==> src/height_to_normal_map_unit_assert.svh <==
// Assertion macros for the height to normal map unit.
// Used by the top level; expects clk and arst_n in scope.
`ifndef HEIGHT_TO_NORMAL_MAP_UNIT_ASSERT_SVH
`define HEIGHT_TO_NORMAL_MAP_UNIT_ASSERT_SVH

// same-cycle implication
`define HNM_ASSERT_SAME(label, ante, cons) \
	label: assert property (@(posedge clk) disable iff (!arst_n) (ante) |-> (cons)) \
		else $error("hnm assertion failed");

// next-cycle implication
`define HNM_ASSERT_NEXT(label, ante, cons) \
	label: assert property (@(posedge clk) disable iff (!arst_n) (ante) |=> (cons)) \
		else $error("hnm assertion failed");

`endif

==> src/hnm_pkg.sv <==
// Shared types and constants of the height to normal map unit.
// No dependencies.
`timescale 1ns / 1ps
`default_nettype none
package hnm_pkg;

	localparam int MAX_WIDTH   = 2048;
	localparam int HEIGHT_BITS = 16;
	localparam int ALPHA_W     = 8;
	localparam int BYTE_W      = 8;
	localparam int ENTRY_W     = HEIGHT_BITS + ALPHA_W;
	localparam int XW          = $clog2(MAX_WIDTH);
	localparam int WW          = $clog2(MAX_WIDTH + 1);
	localparam int ROW_LIMIT   = 4096;
	localparam int YW          = $clog2(ROW_LIMIT);
	localparam int HW          = $clog2(ROW_LIMIT + 1);

	localparam int STR_W     = 16;
	localparam int FW_W      = 12;
	localparam int FH_W      = 13;
	localparam int CFG_W     = 16;
	localparam int CFG_IDX_W = 2;

	localparam int GW     = HEIGHT_BITS + 1;
	localparam int PX_W   = HEIGHT_BITS + STR_W;
	localparam int MAG_W  = PX_W + 8;
	localparam int PROD_W = 2 * MAG_W + 18;

	localparam int MZ_SHIFT = 2 * (HEIGHT_BITS + 9);
	localparam logic [PROD_W-1:0] MZ2 = PROD_W'(1) << MZ_SHIFT;
	localparam logic [MAG_W-1:0] BYTE_SCALE2 = MAG_W'(65025);

	localparam logic [STR_W-1:0] STRENGTH_RST = STR_W'(256);
	localparam logic [FW_W-1:0]  FW_RST       = FW_W'(1024);
	localparam logic [FH_W-1:0]  FH_RST       = FH_W'(1024);

	localparam int FIFO_DEPTH = 4;
	localparam int FIFO_AW    = $clog2(FIFO_DEPTH);

	typedef enum logic [CFG_IDX_W-1:0] {
		REG_STRENGTH     = 2'd0,
		REG_FRAME_WIDTH  = 2'd1,
		REG_FRAME_HEIGHT = 2'd2
	} reg_index_t;

	typedef enum logic [2:0] {
		FE_IDLE,
		FE_READ,
		FE_JOB_A,
		FE_JOB_B,
		FE_JOB_C
	} fe_state_t;

	typedef enum logic [3:0] {
		BK_IDLE,
		BK_GAIN,
		BK_SCALE,
		BK_SQX_GO,
		BK_SQX_W,
		BK_SQY_GO,
		BK_SQY_W,
		BK_SUM,
		BK_A_GO,
		BK_A_W,
		BK_STEP,
		BK_STEP_W,
		BK_OUT
	} be_state_t;

	typedef enum logic [1:0] {
		COMP_X,
		COMP_Y,
		COMP_Z
	} comp_t;

	typedef struct packed {
		logic signed [GW-1:0] gx;
		logic signed [GW-1:0] gy;
		logic [ALPHA_W-1:0]   alpha;
		logic                 last;
	} job_t;

	typedef struct packed {
		logic              start;
		logic [PROD_W-1:0] a;
		logic [MAG_W-1:0]  b;
	} mul_req_t;

	typedef struct packed {
		logic              done;
		logic [PROD_W-1:0] prod;
	} mul_rsp_t;

endpackage
`default_nettype wire

==> src/hnm_back.sv <==
// Back end: scales gradients, normalizes and maps each component to a byte.
// Depends on hnm_pkg; drives the shared serial multiplier.
`timescale 1ns / 1ps
`default_nettype none
module hnm_back import hnm_pkg::*; (
	input  logic               clk,
	input  logic               arst_n,
	input  logic [STR_W-1:0]   strength,
	input  logic               job_valid,
	input  job_t               job,
	output logic               job_pop,
	output mul_req_t           mul_req,
	input  mul_rsp_t           mul_rsp,
	output logic               out_valid,
	input  logic               out_stall,
	output logic [BYTE_W-1:0]  normal_x,
	output logic [BYTE_W-1:0]  normal_y,
	output logic [BYTE_W-1:0]  normal_z,
	output logic [ALPHA_W-1:0] alpha_out,
	output logic               last_of_frame
);

	be_state_t             state_q, state_d;
	comp_t                 comp_q;
	logic [HEIGHT_BITS-1:0] ax_q, ay_q;
	logic                  negx_q, negy_q, last_q, tneg_q;
	logic [ALPHA_W-1:0]    alpha_q;
	logic [PX_W-1:0]       px_q, py_q;
	logic [MAG_W-1:0]      mx_q, my_q;
	logic [PROD_W-1:0]     sqx_q, sqy_q, l2_q, a65_q;
	logic [BYTE_W-1:0]     lo_q, hi_q, m_q, bx_q, by_q, bz_q;
	logic                  out_valid_q;
	logic [BYTE_W-1:0]     nx_q, ny_q, nz_q;
	logic [ALPHA_W-1:0]    na_q;
	logic                  nl_q;

	logic [PROD_W-1:0]     a2_sel;
	logic                  mag_zero, neg_sel;
	logic [BYTE_W:0]       sum9;
	logic [BYTE_W-1:0]     mid_m;
	logic signed [9:0]     t_s;
	logic                  t_neg, t_zero, quick, quick_ok, slow_ok, take;
	logic [8:0]            t_abs;
	logic [16:0]           tt;

	assign out_valid     = out_valid_q;
	assign normal_x      = nx_q;
	assign normal_y      = ny_q;
	assign normal_z      = nz_q;
	assign alpha_out     = na_q;
	assign last_of_frame = nl_q;

	always_comb begin
		case (comp_q)
			COMP_X: begin
				a2_sel   = sqx_q;
				mag_zero = mx_q == '0;
				neg_sel  = negx_q;
			end
			COMP_Y: begin
				a2_sel   = sqy_q;
				mag_zero = my_q == '0;
				neg_sel  = negy_q;
			end
			default: begin
				a2_sel   = MZ2;
				mag_zero = 1'b0;
				neg_sel  = 1'b0;
			end
		endcase
		sum9     = {1'b0, lo_q} + {1'b0, hi_q} + 1'b1;
		mid_m    = sum9[BYTE_W:1];
		t_s      = $signed({1'b0, mid_m, 1'b0}) - 10'sd256;
		t_neg    = t_s[9];
		t_zero   = t_s == 10'sd0;
		t_abs    = t_neg ? 9'(-t_s) : t_s[8:0];
		tt       = 17'(t_abs) * 17'(t_abs);
		quick    = t_zero || (t_neg && (mag_zero || !neg_sel)) ||
			(!t_neg && (mag_zero || neg_sel));
		quick_ok = t_zero ? (mag_zero || !neg_sel) : t_neg;
		slow_ok  = tneg_q ? (mul_rsp.prod >= a65_q) : (mul_rsp.prod <= a65_q);
		take     = !out_valid_q || !out_stall;
	end

	always_comb begin
		state_d = state_q;
		unique case (state_q)
			BK_IDLE: begin
				if (job_valid)
					state_d = BK_GAIN;
			end
			BK_GAIN:   state_d = BK_SCALE;
			BK_SCALE:  state_d = BK_SQX_GO;
			BK_SQX_GO: state_d = BK_SQX_W;
			BK_SQX_W: begin
				if (mul_rsp.done)
					state_d = BK_SQY_GO;
			end
			BK_SQY_GO: state_d = BK_SQY_W;
			BK_SQY_W: begin
				if (mul_rsp.done)
					state_d = BK_SUM;
			end
			BK_SUM:    state_d = BK_A_GO;
			BK_A_GO:   state_d = BK_A_W;
			BK_A_W: begin
				if (mul_rsp.done)
					state_d = BK_STEP;
			end
			BK_STEP: begin
				if (lo_q == hi_q)
					state_d = (comp_q == COMP_Z) ? BK_OUT : BK_A_GO;
				else if (!quick)
					state_d = BK_STEP_W;
			end
			BK_STEP_W: begin
				if (mul_rsp.done)
					state_d = BK_STEP;
			end
			BK_OUT: begin
				if (take)
					state_d = BK_IDLE;
			end
			default: state_d = BK_IDLE;
		endcase
	end

	always_comb begin
		job_pop       = 1'b0;
		mul_req.start = 1'b0;
		mul_req.a     = l2_q;
		mul_req.b     = MAG_W'(tt);
		unique case (state_q)
			BK_IDLE: job_pop = job_valid;
			BK_SQX_GO: begin
				mul_req.start = 1'b1;
				mul_req.a     = PROD_W'(mx_q);
				mul_req.b     = mx_q;
			end
			BK_SQY_GO: begin
				mul_req.start = 1'b1;
				mul_req.a     = PROD_W'(my_q);
				mul_req.b     = my_q;
			end
			BK_A_GO: begin
				mul_req.start = 1'b1;
				mul_req.a     = a2_sel;
				mul_req.b     = BYTE_SCALE2;
			end
			BK_STEP: mul_req.start = (lo_q != hi_q) && !quick;
			default: job_pop = 1'b0;
		endcase
	end

	always_ff @(posedge clk or negedge arst_n) begin
		if (!arst_n) begin
			state_q     <= BK_IDLE;
			out_valid_q <= 1'b0;
		end else begin
			state_q <= state_d;
			if ((state_q == BK_OUT) && take)
				out_valid_q <= 1'b1;
			else if (!out_stall)
				out_valid_q <= 1'b0;
		end
	end

	always_ff @(posedge clk) begin
		unique case (state_q)
			BK_IDLE: begin
				if (job_valid) begin
					ax_q    <= HEIGHT_BITS'(job.gx[GW-1] ? -job.gx : job.gx);
					ay_q    <= HEIGHT_BITS'(job.gy[GW-1] ? -job.gy : job.gy);
					negx_q  <= !job.gx[GW-1] && (job.gx != '0);
					negy_q  <= !job.gy[GW-1] && (job.gy != '0);
					alpha_q <= job.alpha;
					last_q  <= job.last;
				end
			end
			BK_GAIN: begin
				px_q <= PX_W'(ax_q) * PX_W'(strength);
				py_q <= PX_W'(ay_q) * PX_W'(strength);
			end
			BK_SCALE: begin
				mx_q <= (MAG_W'(px_q) << 8) - MAG_W'(px_q);
				my_q <= (MAG_W'(py_q) << 8) - MAG_W'(py_q);
			end
			BK_SQX_W: begin
				if (mul_rsp.done)
					sqx_q <= mul_rsp.prod;
			end
			BK_SQY_W: begin
				if (mul_rsp.done)
					sqy_q <= mul_rsp.prod;
			end
			BK_SUM: begin
				l2_q   <= sqx_q + sqy_q + MZ2;
				comp_q <= COMP_X;
			end
			BK_A_W: begin
				if (mul_rsp.done) begin
					a65_q <= mul_rsp.prod;
					lo_q  <= '0;
					hi_q  <= '1;
				end
			end
			BK_STEP: begin
				if (lo_q == hi_q) begin
					case (comp_q)
						COMP_X: begin
							bx_q   <= lo_q;
							comp_q <= COMP_Y;
						end
						COMP_Y: begin
							by_q   <= lo_q;
							comp_q <= COMP_Z;
						end
						default: bz_q <= lo_q;
					endcase
				end else if (quick) begin
					if (quick_ok)
						lo_q <= mid_m;
					else
						hi_q <= mid_m - 1'b1;
				end else begin
					tneg_q <= t_neg;
					m_q    <= mid_m;
				end
			end
			BK_STEP_W: begin
				if (mul_rsp.done) begin
					if (slow_ok)
						lo_q <= m_q;
					else
						hi_q <= m_q - 1'b1;
				end
			end
			BK_OUT: begin
				if (take) begin
					nx_q <= bx_q;
					ny_q <= by_q;
					nz_q <= bz_q;
					na_q <= alpha_q;
					nl_q <= last_q;
				end
			end
			default: ;
		endcase
	end

endmodule
`default_nettype wire

==> config.mk <==
export PLATFORM = sky130hd
export DESIGN_NAME = hnm_back
export DESIGN_NICKNAME = d
export VERILOG_FILES = /design/src/height_to_normal_map_unit_assert.svh /design/src/hnm_pkg.sv /design/src/hnm_back.sv
export SDC_FILE = /design/constraint.sdc
export NUM_CORES = 2
export LEC_CHECK = 0
export BUFFER_PORTS_ARGS = -buffer_cell sky130_fd_sc_hd__buf_2
export CELL_PAD_IN_SITES_DETAIL_PLACEMENT = 1
export CELL_PAD_IN_SITES_GLOBAL_PLACEMENT = 2
export CORE_UTILIZATION = 45
export DETAILED_ROUTE_END_ITERATION = 10
export PLACE_DENSITY_LB_ADDON = 0.1
export SLEW_MARGIN = 20
export SYNTH_ARGS = -nofsm -noshare
export SYNTH_HDL_FRONTEND = slang
export SYNTH_SLANG_ARGS = --single-unit
export TNS_END_PERCENT = 10
==> constraint.sdc <==
create_clock -name clk -period 16.3 [get_ports clk]
set_input_delay 3.26 -clock clk [delete_from_list [all_inputs] [get_ports clk]]
set_output_delay 3.26 -clock clk [all_outputs]
set_load 0.01 [all_outputs]
# Yosys cells after proc, flatten, opt, wreduce, memory -nomap -nowiden
# Cells that the tools add are included.
# word_totals
regBits	668
mem_bits_ro	0
mem_bits_rw	0
latch_bits	0
mem_count	0
word_cells	164
output_inout_bits	174
inputBits	162
# classes
bitwise_logic	3
n_mux	39
eq_ne	33
add_sub_neg	12
n_lt_le_gt_ge	2
mul	3
reduce_logical	43
shift	0
n_div	0
# ops
operator	count
138-bit case mux with 3 select lines	1
98-bit case mux with 2 select lines	1
98-bit by 51-bit adder with 98-bit output (second input constant)	1
98-bit adder	1
98-bit greater-or-equal comparator	1
98-bit <= comparator	1
8-bit two-way mux	12
40-bit logical NOT	2
40-bit by 32-bit subtractor with 40-bit output	2
16-bit by 16-bit multiplier with 32-bit output	2
4-bit case mux with 12 select lines	1
8-bit case mux with 3 select lines	2
17-bit nonzero test	2
16-bit two-way mux	2
16-bit negator	2
4-bit two-way mux	7
2-bit inequality test (second input constant)	13
4-bit == test (second input constant)	5
9-bit by 9-bit multiplier with 17-bit output	1
4-bit by 3-bit == test with 1-bit output (second input constant)	4
8-bit by 1-bit subtractor with 8-bit output (second input constant)	2
3-bit AND reduction	5
7-bit AND reduction	2
10-bit logical NOT	1
other kinds (31)	62

# Logic depth before layout (Yosys ltp)
# depth
word_depth	10
depth_mapped	31
mapped_depth_nobuf	30

# Worst setup path before layout
# No wires, ideal clock.
# synth_timing
path_type	input -> register
from	in mul_rsp[98] in the netlist's numbering
to	reg sqx_q[0] (enable)
setup_slack_ns	5.386
path_buffers	0
path_stages	3
t_required_ns	15.625
arrival_time_ns	10.239
path_cell_list	inv_1 > or2_2 > nor3_1
# synth_via
elab_chain_len	1
# synth_lines
item	line	source
from (decl)	hnm_back.sv:13	input mul_rsp_t mul_rsp,
2-bit AND reduction (no line)	--	
to (signal assigned)	hnm_back.sv:190	sqx_q <= mul_rsp.prod;
to (decl)	hnm_back.sv:30	logic [PROD_W-1:0] sqx_q, sqy_q, l2_q, a65_q;
# Every way passes these cells.
# A chain may end at the register's enable or synchronous reset.

==> reports/summary.txt <==
Root Buffer - clkbuf_16
Slew Viols, Final - 0
Row count - 128
Drt via density - 5.62
Max_cap viols - 0
Mapped Avg Cell Area - 10.4 µm²
CTS Hold Bufs - 0
Clk sinks - 668
CP Class - reg -> out
Antenna violations before repair - 13
DRC viols - 0
Ys flop type - edfxtp_1
Worst R2R Setup Slack - 9.09 ns
Slowest stage delay, CP - 0.55 ns
Die area - 126,000 µm²
Synthesized area - 55,900 µm²
Fmax - 89.7 MHz
GRT Total Usage - 27.1%
Rel. slew slack - 27.2%
Crit-path slowest cell - fa_1
Final period util - 68.4%
H-tree depth - 3
Overall die height - 355 µm
Setup_tns - 0 ns
Hold Path Class - reg -> reg
Critical path peak fanout - 13
CTS tree - done
Placed cell count - 7,183
# Post-CTS Setup Buffers - 0
Number of global-route vias before repair - 43,800
Area Overhead vs Synth - 10.8%
Clock Pin Slew Worst Setup and Hold Paths - 0.06 ns
Ports - 336
Starting Density - 45.7%
Final ANT Viol Nets - 0
Min cycle time layout - 11.14 ns
Share of cells above drive strength 1 - 9.62%
Number of synthesized flops with an enable pin - 663
DRT iter0 DRCs - 2,511
Yosys warns - 0
Yosys top cell by area - edfxtp_1
CP endpoint kind - primary output
Clock skew - 0.0400 ns
CP arrival - 7.88 ns
Nets - 6,806
Number of synthesized register bits - 668
Vias - 41,200
Status - finished, final reports clean
Fill cell count - 13,600
CP required - 13.04 ns
Post-detail-place hpwl - 133,000 µm
CP Launch Type - flip-flop
Largest net degree at the start of global routing - 81
Die span in x - 355 µm
Final wirelength - 170,000 µm
CTS Buffer Depth - 3
Most area-consuming cells after synthesis - edfxtp_1, fa_1, ha_1, inv_1, nand2_1
Final GP Congestion - 0.870
DR WL/cell - 23.2 µm
Setup Viol. Count Final - 0
Router iterations before antenna repair - 5
Worst-margin pin slew - 1.09 ns
Fin Hold WS - 0.396 ns
Count of cell types in the netlist - 95
Floorplan core area - 123,000 µm²
Layout Cells excl Fill - 7,332
Final core utilization - 50.6%
Asr flop ratio synth - 0.749%
Worst skew pair latency - 0.69 ns
Gate Count Post-Synth - 5,366
Cts bufs inserted - 80
RSZ-0062 raised after global routing - no
GR Overflow Total - 0
Final hold vios - 0
First-pass GRT wire length - 262,000 µm
Sequential element share of the synthesized area - 35.8%
Most frequent CP cell - fa_1
Cts repair resizes - 0
Synth top area share - 35.6%
IO buf count - 335
-- kinds of logic (layout without fill, tap and decap cells) --
kind of cell	Yosys count	after routing	share of synthesized area (%)
AND/OR/NAND/NOR	1407	1407	12.1
other	1	8	0.00670
multiplexers	103	103	1.85
XOR/XNOR	270	270	4.23
flip-flops	668	668	35.8
buffers and inverters	896	1230	6.15
adder cells (fa/ha/maj)	1004	1004	28.0
AO/OA/AOI/OAI	1017	1017	11.9
-- cells in the mapped netlist, drive strengths merged, types with 7 or more instances --
master     n
o311ai     7
nand4     65
nand3     62
fa       414
a2111oi    7
a211o     27
ha       590
a22o      26
or4       13
a21o     134
o21a      32
a31o       7
xor2      79
nand2b    22
a21oi    272
inv      715
nor4      41
edfxtp   663
o41ai     13
o21bai    45
a22oi     24
xnor2    191
nand2    587
mux2i    100
o31a       7
clkbuf   170
or2       16
buf        8
and3      14
a21boi    14
nor2b     23
nor3      72
a211oi    27
and4      14
nor2     209
a311oi     7
o2111ai    7
and2     236
or3       19
o211ai    41
o31ai     34
a31oi     26
a41oi      8
o21ai    219
-- worst max-delay path: cells and delay by family (launching register included) --
kind	cells	cell delay [ns]
DFF	1	0.42
and+or+nand+nor	5	1.08
buffers and inverters	5	0.56
adders and majority gates	7	2.86
AOI/OAI and AO/OA	9	2.26
-- cells in the final DEF, fill, tap and decap left out, types with 134 or more instances in the layout --
master,count
a21o_1,134
and2_1,235
o21ai_0,213
xnor2_1,191
ha_1,590
buf_2,335
edfxtp_1,663
inv_1,715
nor2_1,205
a21oi_1,270
fa_1,414
nand2_1,586
-- final timing paths --
path | depth (start not counted) | from | to
setup / recovery | 26 | lo_q[0] | mul_req[16]
hold / removal | 0 | last_q | last_of_frame
setup reg to reg | 20 | ax_q[6] | px_q[31]
hold reg to reg | 0 | last_q | last_of_frame
max in group asynchronous | 1 | arst_n | out_valid
min in group asynchronous | 1 | arst_n | state_q[3]
-- sequential cells by signal, indices dropped and copies added (netlist names), 16 cells and up --
register  count
l2_q         98
sqx_q        98
a65_q        98
ax_q         16
py_q         32
sqy_q        98
ay_q         16
px_q         32
my_q         40
mx_q         40
-- final cells by class --
type | instances | area, µm² | share of cell area [%]
Antenna cell | 3 | 7.51 | 0.0121
Clock buffer | 92 | 2050 | 3.30
Clock inverter | 54 | 642 | 1.04
Inverter | 716 | 2690 | 4.34
Multi-Input combinational cell | 3806 | 32600 | 52.6
Sequential cell | 668 | 20000 | 32.3
Tap cell | 1625 | 2030 | 3.28
Timing Repair Buffer | 368 | 1940 | 3.13
-- through the flow --
stage / setup WS (ns) / instance area [µm²]
finish: 5.16 / 62000
global route: 4.63 / 62000
CTS: 5.13 / 62000
detailed placement: 5.90 / 59300
global placement: 6.07 / 59200
floorplan: 5.39 / 56000
-- routing by layer --
metal	global-route usage (%)	vias up	wire length [µm]
met2	44.5	1029	79700
met5	0	-	0
met3	4.12	209	9800
li1	-	19200	-
met4	7.49	0	4070
met1	37.3	20800	76900
Power is left out: the tool's default activity adds up to more than one toggle a clock period on the data nets, which glitch-free logic cannot reach.
