`src/height_to_normal_map_unit_assert.svh`:
```
// Assertion macros for the height to normal map unit.
// Used by the top level; expects clk and arst_n in scope.
`ifndef HEIGHT_TO_NORMAL_MAP_UNIT_ASSERT_SVH
`define HEIGHT_TO_NORMAL_MAP_UNIT_ASSERT_SVH

// same-cycle implication
`define HNM_ASSERT_SAME(label, ante, cons) \
	label: assert property (@(posedge clk) disable iff (!arst_n) (ante) |-> (cons)) \
		else $error("hnm assertion failed");

// next-cycle implication
`define HNM_ASSERT_NEXT(label, ante, cons) \
	label: assert property (@(posedge clk) disable iff (!arst_n) (ante) |=> (cons)) \
		else $error("hnm assertion failed");

`endif

```
`src/hnm_pkg.sv`:
```
// Shared types and constants of the height to normal map unit.
// No dependencies.
`timescale 1ns / 1ps
`default_nettype none
package hnm_pkg;

	localparam int MAX_WIDTH   = 2048;
	localparam int HEIGHT_BITS = 16;
	localparam int ALPHA_W     = 8;
	localparam int BYTE_W      = 8;
	localparam int ENTRY_W     = HEIGHT_BITS + ALPHA_W;
	localparam int XW          = $clog2(MAX_WIDTH);
	localparam int WW          = $clog2(MAX_WIDTH + 1);
	localparam int ROW_LIMIT   = 4096;
	localparam int YW          = $clog2(ROW_LIMIT);
	localparam int HW          = $clog2(ROW_LIMIT + 1);

	localparam int STR_W     = 16;
	localparam int FW_W      = 12;
	localparam int FH_W      = 13;
	localparam int CFG_W     = 16;
	localparam int CFG_IDX_W = 2;

	localparam int GW     = HEIGHT_BITS + 1;
	localparam int PX_W   = HEIGHT_BITS + STR_W;
	localparam int MAG_W  = PX_W + 8;
	localparam int PROD_W = 2 * MAG_W + 18;

	localparam int MZ_SHIFT = 2 * (HEIGHT_BITS + 9);
	localparam logic [PROD_W-1:0] MZ2 = PROD_W'(1) << MZ_SHIFT;
	localparam logic [MAG_W-1:0] BYTE_SCALE2 = MAG_W'(65025);

	localparam logic [STR_W-1:0] STRENGTH_RST = STR_W'(256);
	localparam logic [FW_W-1:0]  FW_RST       = FW_W'(1024);
	localparam logic [FH_W-1:0]  FH_RST       = FH_W'(1024);

	localparam int FIFO_DEPTH = 4;
	localparam int FIFO_AW    = $clog2(FIFO_DEPTH);

	typedef enum logic [CFG_IDX_W-1:0] {
		REG_STRENGTH     = 2'd0,
		REG_FRAME_WIDTH  = 2'd1,
		REG_FRAME_HEIGHT = 2'd2
	} reg_index_t;

	typedef enum logic [2:0] {
		FE_IDLE,
		FE_READ,
		FE_JOB_A,
		FE_JOB_B,
		FE_JOB_C
	} fe_state_t;

	typedef enum logic [3:0] {
		BK_IDLE,
		BK_GAIN,
		BK_SCALE,
		BK_SQX_GO,
		BK_SQX_W,
		BK_SQY_GO,
		BK_SQY_W,
		BK_SUM,
		BK_A_GO,
		BK_A_W,
		BK_STEP,
		BK_STEP_W,
		BK_OUT
	} be_state_t;

	typedef enum logic [1:0] {
		COMP_X,
		COMP_Y,
		COMP_Z
	} comp_t;

	typedef struct packed {
		logic signed [GW-1:0] gx;
		logic signed [GW-1:0] gy;
		logic [ALPHA_W-1:0]   alpha;
		logic                 last;
	} job_t;

	typedef struct packed {
		logic              start;
		logic [PROD_W-1:0] a;
		logic [MAG_W-1:0]  b;
	} mul_req_t;

	typedef struct packed {
		logic              done;
		logic [PROD_W-1:0] prod;
	} mul_rsp_t;

endpackage
`default_nettype wire

```
`src/hnm_serial_mul.sv`:
```
// Shared shift-and-add multiplier of the back end, one multiplier bit a cycle.
// Depends on hnm_pkg.
`timescale 1ns / 1ps
`default_nettype none
module hnm_serial_mul import hnm_pkg::*; (
	input  logic     clk,
	input  logic     arst_n,
	input  mul_req_t req,
	output mul_rsp_t rsp
);

	logic              busy_q;
	logic [PROD_W-1:0] acc_q;
	logic [PROD_W-1:0] mcand_q;
	logic [MAG_W-1:0]  mplier_q;

	assign rsp.done = busy_q && (mplier_q == '0);
	assign rsp.prod = acc_q;

	always_ff @(posedge clk or negedge arst_n) begin
		if (!arst_n)
			busy_q <= 1'b0;
		else if (req.start)
			busy_q <= 1'b1;
		else if (rsp.done)
			busy_q <= 1'b0;
	end

	always_ff @(posedge clk) begin
		if (req.start) begin
			acc_q    <= '0;
			mcand_q  <= req.a;
			mplier_q <= req.b;
		end else if (busy_q && (mplier_q != '0)) begin
			if (mplier_q[0])
				acc_q <= acc_q + mcand_q;
			mcand_q  <= mcand_q << 1;
			mplier_q <= mplier_q >> 1;
		end
	end

endmodule
`default_nettype wire

```
`config.mk`:
```
export PLATFORM = sky130hd
export DESIGN_NAME = hnm_serial_mul
export DESIGN_NICKNAME = d
export VERILOG_FILES = /design/src/height_to_normal_map_unit_assert.svh /design/src/hnm_pkg.sv /design/src/hnm_serial_mul.sv
export SDC_FILE = /design/constraint.sdc
export NUM_CORES = 1
export LEC_CHECK = 0
export BUFFER_PORTS_ARGS = -buffer_cell sky130_fd_sc_hd__clkbuf_2
export CAP_MARGIN = 20
export CORE_MARGIN = 2
export CORE_UTILIZATION = 55
export CTS_BUF_LIST = sky130_fd_sc_hd__clkbuf_8
export CTS_CLUSTER_SIZE = 25
export DETAILED_ROUTE_END_ITERATION = 10
export PLACE_DENSITY_LB_ADDON = 0.3
export SLEW_MARGIN = 20
export SYNTH_ARGS = -nofsm -noshare
export SYNTH_HDL_FRONTEND = slang
export SYNTH_SLANG_ARGS = --single-unit
export TNS_END_PERCENT = 50
```
`constraint.sdc`:
```
create_clock -name clk -period 8.6 [get_ports clk]
set_clock_uncertainty 0.2 [all_clocks]
set_input_delay 1.72 -clock clk [delete_from_list [all_inputs] [get_ports clk]]
set_output_delay 1.72 -clock clk [all_outputs]
set_load 0.005 [all_outputs]
```
Word-level counts from Yosys, hierarchy flattened
Cells that the tools add are included.

$add $sub $neg: 1. Muxes and demuxes: 6. Reduce and logical (&&, ||, !) cells: 7.

Operators with widths (count): $mux 98 (2); $add 98x98->98 (1); $mux 40 (2); $logic_not 40->1 (1); $reduce_bool 40->1 (1); $reduce_bool 2->1 (2); $logic_and 1x1->1 (2); $mux 1 (2); $reduce_and 2->1 (1).

Register bits after elaboration: 237. Input port bits: 141. Logic and storage cells: 18.

Logic depth before layout (Yosys ltp)
Gate-level depths: netlist of run 1.

Depth in word-level cells: 4. Gate-level depth with buffers: 14. Mapped depth without buffers: 14.

Worst setup path before layout of run 1
No wires, ideal clock.

Path kind: input-to-reg. Start: in req[138] in the netlist's numbering. End: reg mcand_q[0], enable pin. Setup time: 1181 ps. Arrival: 4430 ps. Data required time: 7219 ps. Setup slack: 2789 ps. Stages: 3. Path through: inv_1 -> clkbuf_1 -> nand2_1.

Longest elaborated chain between the ends: 1.

Ends and longest elaborated chain: start: declaration (line hnm_serial_mul.sv:8) `input mul_req_t req,`; $reduce_bool 2->1 (no line); end signal: assignment (line hnm_serial_mul.sv:32) `mcand_q <= req.a;`; end signal: assignment (line hnm_serial_mul.sv:37) `mcand_q <= mcand_q << 1;`; end: declaration (line hnm_serial_mul.sv:14) `logic [PROD_W-1:0] mcand_q;`.

No other way between the ends. A chain may end at the register's enable or synchronous reset.

Worst setup path after layout of run 1
Start: reg acc_q[0]. End: reg acc_q[92].

Longest elaborated chain between the ends: 1.

Ends and longest elaborated chain: start: declaration (line hnm_serial_mul.sv:13) `logic [PROD_W-1:0] acc_q;`; start signal: assignment (line hnm_serial_mul.sv:36) `acc_q <= acc_q + mcand_q;`; $add 98x98->98 (line hnm_serial_mul.sv:36).

No other way between the ends.

==> out/results.tsv, run 1 <==
stage	metric	value	unit
final_layout	drive_gt1_frac	0.237	
worst_setup_path	r2r-start	acc_q[0]$_SDFFE_PP0P_	
detailed_routing	first_pass_iters	5	
clock_tree	postCtsSetupRepairBufs	0	
floorplan	die_h	171	um
worst_setup_path	critPathMaxStageDelay	0.72	ns
detailed_routing	avgViaCountPerCell	5.90	
worst_hold_path	min-delay-start	acc_q[42]$_SDFFE_PP0P_	
detailed_routing	drt-initial-drc-count	899	
clock_tree	numCtsBuffers	42	
clock_tree	cts_hold_buf	0	
placement	dp.cells	2213	
timing	rsz0062_at_grt	false	
power_and_ir_drop	total_power	0.00435	W
worst_setup_path	cp_cell_sequence	ha_1, inv_1, fa_1, nor2b_1, o2111ai_1, a2111oi_0, o21ai_1, nand2_1, a211oi_1, o21bai_1, a21o_1, a21oi_1, or4_1, o221ai_1	
timing	hold_viol_final	0	
synthesis	syn_area	0.0154	sq mm
global_routing	overflow	0	
clock_tree	htreeDepth	2	
power_and_ir_drop	ir_drop	0.000146	V
timing	period_share	0.498	
worst_setup_path	worst_ep_required_time	8.87	ns
placement	hpwl	30100	um
global_routing	grt_pass1_vias	12900	
timing	worstMarginPinSlew	0.947	ns
final_layout	nets	2119	
floorplan	die_w	171	um
clock_tree	cts.sinks	237	
timing	slew_headroom	0.369	
synthesis	synth_nets	1928	
clock_tree	clk_latency	0.57	ns
timing	final-setup-viol-count	0	
final_layout	regArea	0.00613	sq mm
detailed_routing	ant_nets	0	
floorplan	fp.coreArea	0.0277	sq mm
global_routing	antenna_found_initial	4	
floorplan	ios	240	
final_layout	area_growth	14.6	%
synthesis	syn_inst	1689	
synthesis	seq_area_frac_synth	0.398	
timing	whs	0.276	ns
final_layout	layout.cells.non_filler	2294	
synthesis	ys_ff_latch	237	
worst_setup_path	cp-start-kind	flop	
worst_setup_path	end_kind	flop	
worst_setup_path	critPathKind	flop to flop	
final_layout	multi_input_area	0.00879	sq mm
final_layout	utilization	0.637	
worst_setup_path	cp-startpoint	acc_q[0]$_SDFFE_PP0P_	
synthesis	synth-edff-count	138	
synthesis	syn_area_per_cell	9.12	sq um
timing	tns	0	ns
clock_tree	cts_buffer_depth	3	
detailed_routing	wire_per_inst	17.8	um
global_routing	grt_usage	0.270	
synthesis	ys_async_sr_fraction	0.00422	
floorplan	fp-row-count	61	
detailed_routing	routed_wl	40800	um
clock_tree	cts-root-buf	clkbuf_8	
power_and_ir_drop	power_leakage	7.51	nW
global_routing	grt_max_degree	106	
detailed_routing	num_vias	13500	
worst_setup_path	critical_path_arrival	4.55	ns
detailed_routing	drc	0	
run_status	status	finished, final reports clean	
timing	clock.fmax	0.233	GHz
placement	io_buffers	239	
timing	fin_crit	4.29	ns
timing	maxSlewViolCount	0	
worst_hold_path	hold_path.class	flop to flop	
global_routing	grt_pass1_wl	64300	um
job	maxCapViolations	0	
final_layout	fillers	2357	
power_and_ir_drop	power_density	246	mW/mm^2
worst_setup_path	cp_slowest_cell	a2111oi_0	
clock_tree	clkTransAtPathRegs	0.06	ns
clock_tree	cts_resized	0	
floorplan	dieArea	0.0294	sq mm
clock_tree	cts_tree	done	
placement	place.gp.congestion	0.968	
synthesis	synth_warnings	0	
synthesis	synth_cell_types	70	
floorplan	start_util	0.556	
synthesis	synthFlopType	edfxtp_1	
worst_setup_path	cp_max_fo	5	
==> layout by cell type (no fill, tap or decap), drive strengths merged, types with 11 or more instances in the layout <==
master  instances
a211oi         14
a21o           38
a21oi         221
a31oi          11
clkbuf        284
clkinv         15
dfxtp          98
edfxtp        138
ha             97
inv            47
mux2          135
nand2         243
nand3          34
nand4          49
nor2          105
nor2b          15
nor3           25
nor4           18
o21a           16
o21ai          83
o21bai         28
xnor2          52
xor2           26
==> critical path: cells and delay by family, from the launching register on <==
family / cells / cell delay (ns)
AOI/OAI and AO/OA: 8 / 2.15
and+or+nand+nor: 3 / 0.86
adders and majority gates: 2 / 0.57
DFF: 1 / 0.37
buffers and inverters: 1 / 0.06
==> metrics by stage <==
| step | instance area [sq um] | worst slack (ns) |
|---|---|---|
| 5_1_grt | 17600 | 4.11 |
| 3_5_place_dp | 16800 | 3.74 |
| 2_1_floorplan | 15400 | 2.79 |
| 6_report | 17600 | 4.31 |
| 4_1_cts | 17600 | 4.35 |
| 3_3_place_gp | 16800 | 3.86 |
==> final timing paths <==
path | endpoint | slack, ns | depth (start not counted)
hold / removal | acc_q[42]$_SDFFE_PP0P_ | 0.28 | 2
setup / recovery | acc_q[92]$_SDFFE_PP0P_ | 4.31 | 14
min in group asynchronous | busy_q$_DFFE_PN0P_ | 0.73 | 1
setup reg to reg | acc_q[92]$_SDFFE_PP0P_ | 4.31 | 14
max in group asynchronous | busy_q$_DFFE_PN0P_ | 7.38 | 1
hold reg to reg | acc_q[42]$_SDFFE_PP0P_ | 0.28 | 2
==> registers in the layout (all words and copies together), names as in the netlist <==
name,count
acc_q,98
busy_q,1
mcand_q,98
mplier_q,40
==> cell families after synthesis <==
group,count (synthesis),share of synthesized area
AO/OA/AOI/OAI,477,0.187
flip-flops,237,0.398
multiplexers,136,0.0994
adder cells (fa/ha/maj),98,0.0801
buffers and inverters,131,0.0323
AND/OR/NAND/NOR,532,0.158
XOR/XNOR,78,0.0444
==> Yosys cell counts, types with 6 or more instances <==
| cell type | count | area share |
|---|---|---|
| a211oi_1 | 14 | 0.0068 |
| a21o_1 | 38 | 0.019 |
| a21oi_1 | 221 | 0.072 |
| a31oi_1 | 11 | 0.0045 |
| and2_1 | 6 | 0.0024 |
| buf_1 | 9 | 0.0022 |
| clkbuf_1 | 86 | 0.021 |
| dfxtp_1 | 98 | 0.13 |
| edfxtp_1 | 138 | 0.27 |
| ha_1 | 97 | 0.079 |
| inv_1 | 32 | 0.0078 |
| mux2_2 | 135 | 0.099 |
| nand2_1 | 243 | 0.059 |
| nand2b_1 | 8 | 0.0033 |
| nand3_1 | 34 | 0.011 |
| nand4_1 | 48 | 0.020 |
| nor2_1 | 105 | 0.026 |
| nor2b_1 | 15 | 0.0061 |
| nor3_1 | 24 | 0.0078 |
| nor4_1 | 18 | 0.0073 |
| o211ai_1 | 7 | 0.0034 |
| o21a_1 | 16 | 0.0078 |
| o21ai_0 | 62 | 0.020 |
| o21ai_1 | 20 | 0.0065 |
| o21bai_1 | 28 | 0.014 |
| o31ai_1 | 8 | 0.0039 |
| or3_1 | 7 | 0.0028 |
| xnor2_1 | 52 | 0.030 |
| xor2_1 | 26 | 0.015 |
==> report_power, final <==
group	switching (W)	total (W)	internal (W)	leakage, nW
Clock	0.000497	0.00108	0.000583	0.489
Combinational	0.00101	0.00173	0.000714	4.73
Sequential	0.000154	0.00154	0.00139	2.29
Total	0.00167	0.00435	0.00268	7.51
==> layout make-up <==
class,instances,share of cell area
inverter,32,0.00681
multi-input combinational,1321,0.498
clock inverter,33,0.0134
antenna,2,0.000284
tap,378,0.0268
sequential,237,0.347
clock buffer,45,0.0351
timing repair buffer,246,0.0724
==> layer usage <==
metal	routed length, um	global-route usage	share of wire
met1	17900	0.353	0.44
met2	19000	0.452	0.47
met4	996	0.0818	0.024
met3	2890	0.0561	0.071
met5	13	0	0.00032
No activity file was read; power rests on OpenSTA's default activity.
==> run 2: changes to the inputs <==
--- a/config.mk
+++ b/config.mk
@@ -8,7 +8,7 @@
 export BUFFER_PORTS_ARGS = -buffer_cell sky130_fd_sc_hd__clkbuf_2
 export CAP_MARGIN = 20
 export CORE_MARGIN = 2
-export CORE_UTILIZATION = 55
+export CORE_UTILIZATION = 54
 export CTS_BUF_LIST = sky130_fd_sc_hd__clkbuf_8
 export CTS_CLUSTER_SIZE = 25
 export DETAILED_ROUTE_END_ITERATION = 10
==> constraint.sdc (replaced) <==
create_clock -name clk -period 3.6 [get_ports clk]
set_clock_uncertainty 0.2 [all_clocks]
set_input_delay 0.72 -clock clk [delete_from_list [all_inputs] [get_ports clk]]
set_output_delay 0.72 -clock clk [all_outputs]
set_load 0.005 [all_outputs]
==> run 2 against run 1 <==
Power is 150% higher. Die area is 1.8% higher. Flip-flop and latch count stayed put. Highest routed layer is now met4. Largest power group unchanged. Via count is 3.3% higher. Global-route usage is 1.3 points higher. Non-clock buffer count is 81 higher. Wire length is 7.8% higher.
==> out/results.tsv, run 2 (synthesis gave the netlist of run 1 again) <==
stage	metric	value	unit	change
timing	worstMarginPinSlew	0.690	ns	was 0.947 ns
clock_tree	cts-root-buf	clkbuf_8		unchanged
final_layout	nets	2200		was 2119
final_layout	layout_common_cells	238 x clkbuf_2, 237 x nand2_1, 216 x a21oi_1		was 241 x nand2_1, 238 x clkbuf_2, 221 x a21oi_1
timing	fin_crit	3.57	ns	was 4.29 ns
floorplan	start_util	0.551		was 0.556
power_and_ir_drop	ir_drop	0.000336	V	was 0.000146 V
final_layout	mostFrequentLayoutCell	clkbuf_2		was nand2_1
placement	postPlaceCellArea	0.0174	sq mm	was 0.0168 sq mm
detailed_routing	first_pass_iters	5		unchanged
timing	whs	0.238	ns	was 0.276 ns
timing	tns	0	ns	unchanged
final_layout	postLayoutCellArea	0.0186	sq mm	was 0.0176 sq mm
detailed_routing	routed_wl	43900	um	was 40800 um
worst_setup_path	end_kind	flop		unchanged
detailed_routing	drt-initial-drc-count	1005		was 899
clock_tree	htreeDepth	2		unchanged
timing	final-setup-viol-count	0		unchanged
global_routing	grt_pass1_vias	13900		was 12900
detailed_routing	num_vias	14000		was 13500
worst_setup_path	cp-startpoint	mcand_q[0]$_SDFFCE_PN0P_		was acc_q[0]$_SDFFE_PP0P_
timing	rsz0062_at_grt	true		was false
worst_setup_path	critPathKind	flop to flop		unchanged
power_and_ir_drop	power_leakage	7.96	nW	was 7.51 nW
floorplan	fp-row-count	61		unchanged
worst_setup_path	r2r-end	acc_q[94]$_SDFFE_PP0P_		was acc_q[92]$_SDFFE_PP0P_
placement	io_buffers	239		unchanged
final_layout	utilization	0.665		was 0.637
placement	hpwl	32600	um	was 30100 um
worst_setup_path	cp-endpoint	acc_q[94]$_SDFFE_PP0P_		was acc_q[92]$_SDFFE_PP0P_
global_routing	grt_max_degree	106		unchanged
timing	hold_viol_final	0		unchanged
floorplan	dieArea	0.0299	sq mm	was 0.0294 sq mm
final_layout	n_antenna_cell	0		was 2
detailed_routing	ant_nets	0		unchanged
clock_tree	clkTransAtPathRegs	0.06	ns	about the same
worst_setup_path	cp_max_fo	4		was 5
placement	place.gp.congestion	0.973		was 0.968
timing	maxSlewViolCount	0		unchanged
worst_setup_path	r2r_cells	14		unchanged
clock_tree	clk_latency	0.57	ns	about the same
detailed_routing	wire_per_inst	18.5	um	was 17.8 um
clock_tree	cts_buffer_depth	3		unchanged
power_and_ir_drop	power_density	576	mW/mm^2	was 246 mW/mm^2
worst_setup_path	r2r-start	mcand_q[0]$_SDFFCE_PN0P_		was acc_q[0]$_SDFFE_PP0P_
timing	period_share	0.991		was 0.498
clock_tree	cts.sinks	237		unchanged
final_layout	drive_gt1_frac	0.291		was 0.237
global_routing	overflow	0		unchanged
worst_setup_path	critical_path_arrival	3.81	ns	was 4.55 ns
floorplan	ios	240		unchanged
global_routing	grt_pass1_wl	70000	um	was 64300 um
job	maxCapViolations	0		unchanged
clock_tree	numCtsBuffers	42		unchanged
worst_setup_path	cp-start-kind	flop		unchanged
floorplan	fp.coreArea	0.0279	sq mm	was 0.0277 sq mm
global_routing	grt_usage	0.283		was 0.270
worst_setup_path	r2r_slack	0.03	ns	was 4.31 ns
final_layout	area_growth	20.6	%	was 14.6%
clock_tree	cts_tree	done		unchanged
worst_setup_path	worst_ep_required_time	3.84	ns	was 8.87 ns
detailed_routing	avgViaCountPerCell	5.89		was 5.90
floorplan	die_w	173	um	was 171 um
worst_hold_path	hold_path.class	input port to flop		was flop to flop
timing	slew_headroom	0.540		was 0.369
global_routing	antenna_found_initial	3		was 4
run_status	status	finished, final reports clean		unchanged
floorplan	die_h	173	um	was 171 um
timing	clock.fmax	0.280	GHz	was 0.233 GHz
final_layout	largest_registers	acc_q x98, mcand_q x98, mplier_q x40		unchanged
detailed_routing	drc	0		unchanged
run 2: how the worst min path moves through the flow:
stage / start / end / slack, ns / cells past startpoint
floorplan: arst_n / busy_q$_DFFE_PN0P_ / 0.22 / 0
global placement: acc_q[81]$_SDFFE_PP0P_ / acc_q[81]$_SDFFE_PP0P_ / 0.26 / 2
detailed placement: acc_q[53]$_SDFFE_PP0P_ / acc_q[53]$_SDFFE_PP0P_ / 0.27 / 2
CTS: req[39] / mplier_q[39]$_SDFFCE_PN0P_ / 0.21 / 2
global route: req[69] / mcand_q[29]$_DFFE_PP_ / 0.23 / 2
finish: req[39] / mplier_q[39]$_SDFFCE_PN0P_ / 0.24 / 2
run 2: timing repair:
action,4_1_cts,5_1_grt
endpoints found under the setup margin,16,35
buffers inserted,0,10
pin swaps,2,13
cloned,0,0
resized for setup,8,56
endpoints found under the hold margin,1,0
hold buffers,1,0
run 2: final cells by class:
class	count	area (sq um)
Sequential cell	237	6130
Multi-Input combinational cell	1321	9140
Inverter	32	120
Clock buffer	45	619
Clock inverter	33	178
Tap cell	378	473
Fill cell	2369	9360
Timing Repair Buffer	327	1920
run 2: where the power goes:
part           switching (W)  total [W]  internal, W
Clock                0.00118    0.00242      0.00124
Combinational        0.00262    0.00459      0.00197
Sequential          0.000367    0.00368      0.00331
run 2: layer usage:
layer / wire [um] / part of all wire / vias up / GRT usage
met5: 0 / 0 / - / 0
met4: 1380 / 0.031 / 0 / 0.0950
met3: 3260 / 0.074 / 93 / 0.0616
met2: 20600 / 0.47 / 487 / 0.476
met1: 18700 / 0.43 / 6616 / 0.363
li1: - / - / 6778 / -
run 2: worst max-delay path, stage by stage (launching register included):
cell and delay [ns]:
edfxtp_1 0.37, ha_2 0.21, inv_2 0.04, fa_2 0.35, nor2b_4 0.16, o2111ai_4 0.22, a211oi_4 0.37, o31ai_4 0.11
o211a_1 0.26, o2111ai_2 0.18, nand2_2 0.12, o41ai_4 0.41, a41o_1 0.24, xnor2_1 0.12, o21ai_1 0.07
run 2: stage by stage:
step / instances / total power [W] / setup slack, ns
after global placement: 2284 / 0.00799 / -0.149
after detailed placement: 2284 / 0.00805 / -0.278
after floorplan: 1689 / 0.00661 / 0.182
after global routing: 2373 / 0.0114 / -0.109
after CTS: 2363 / 0.0105 / 0.00116
final: 2373 / 0.0107 / 0.0324
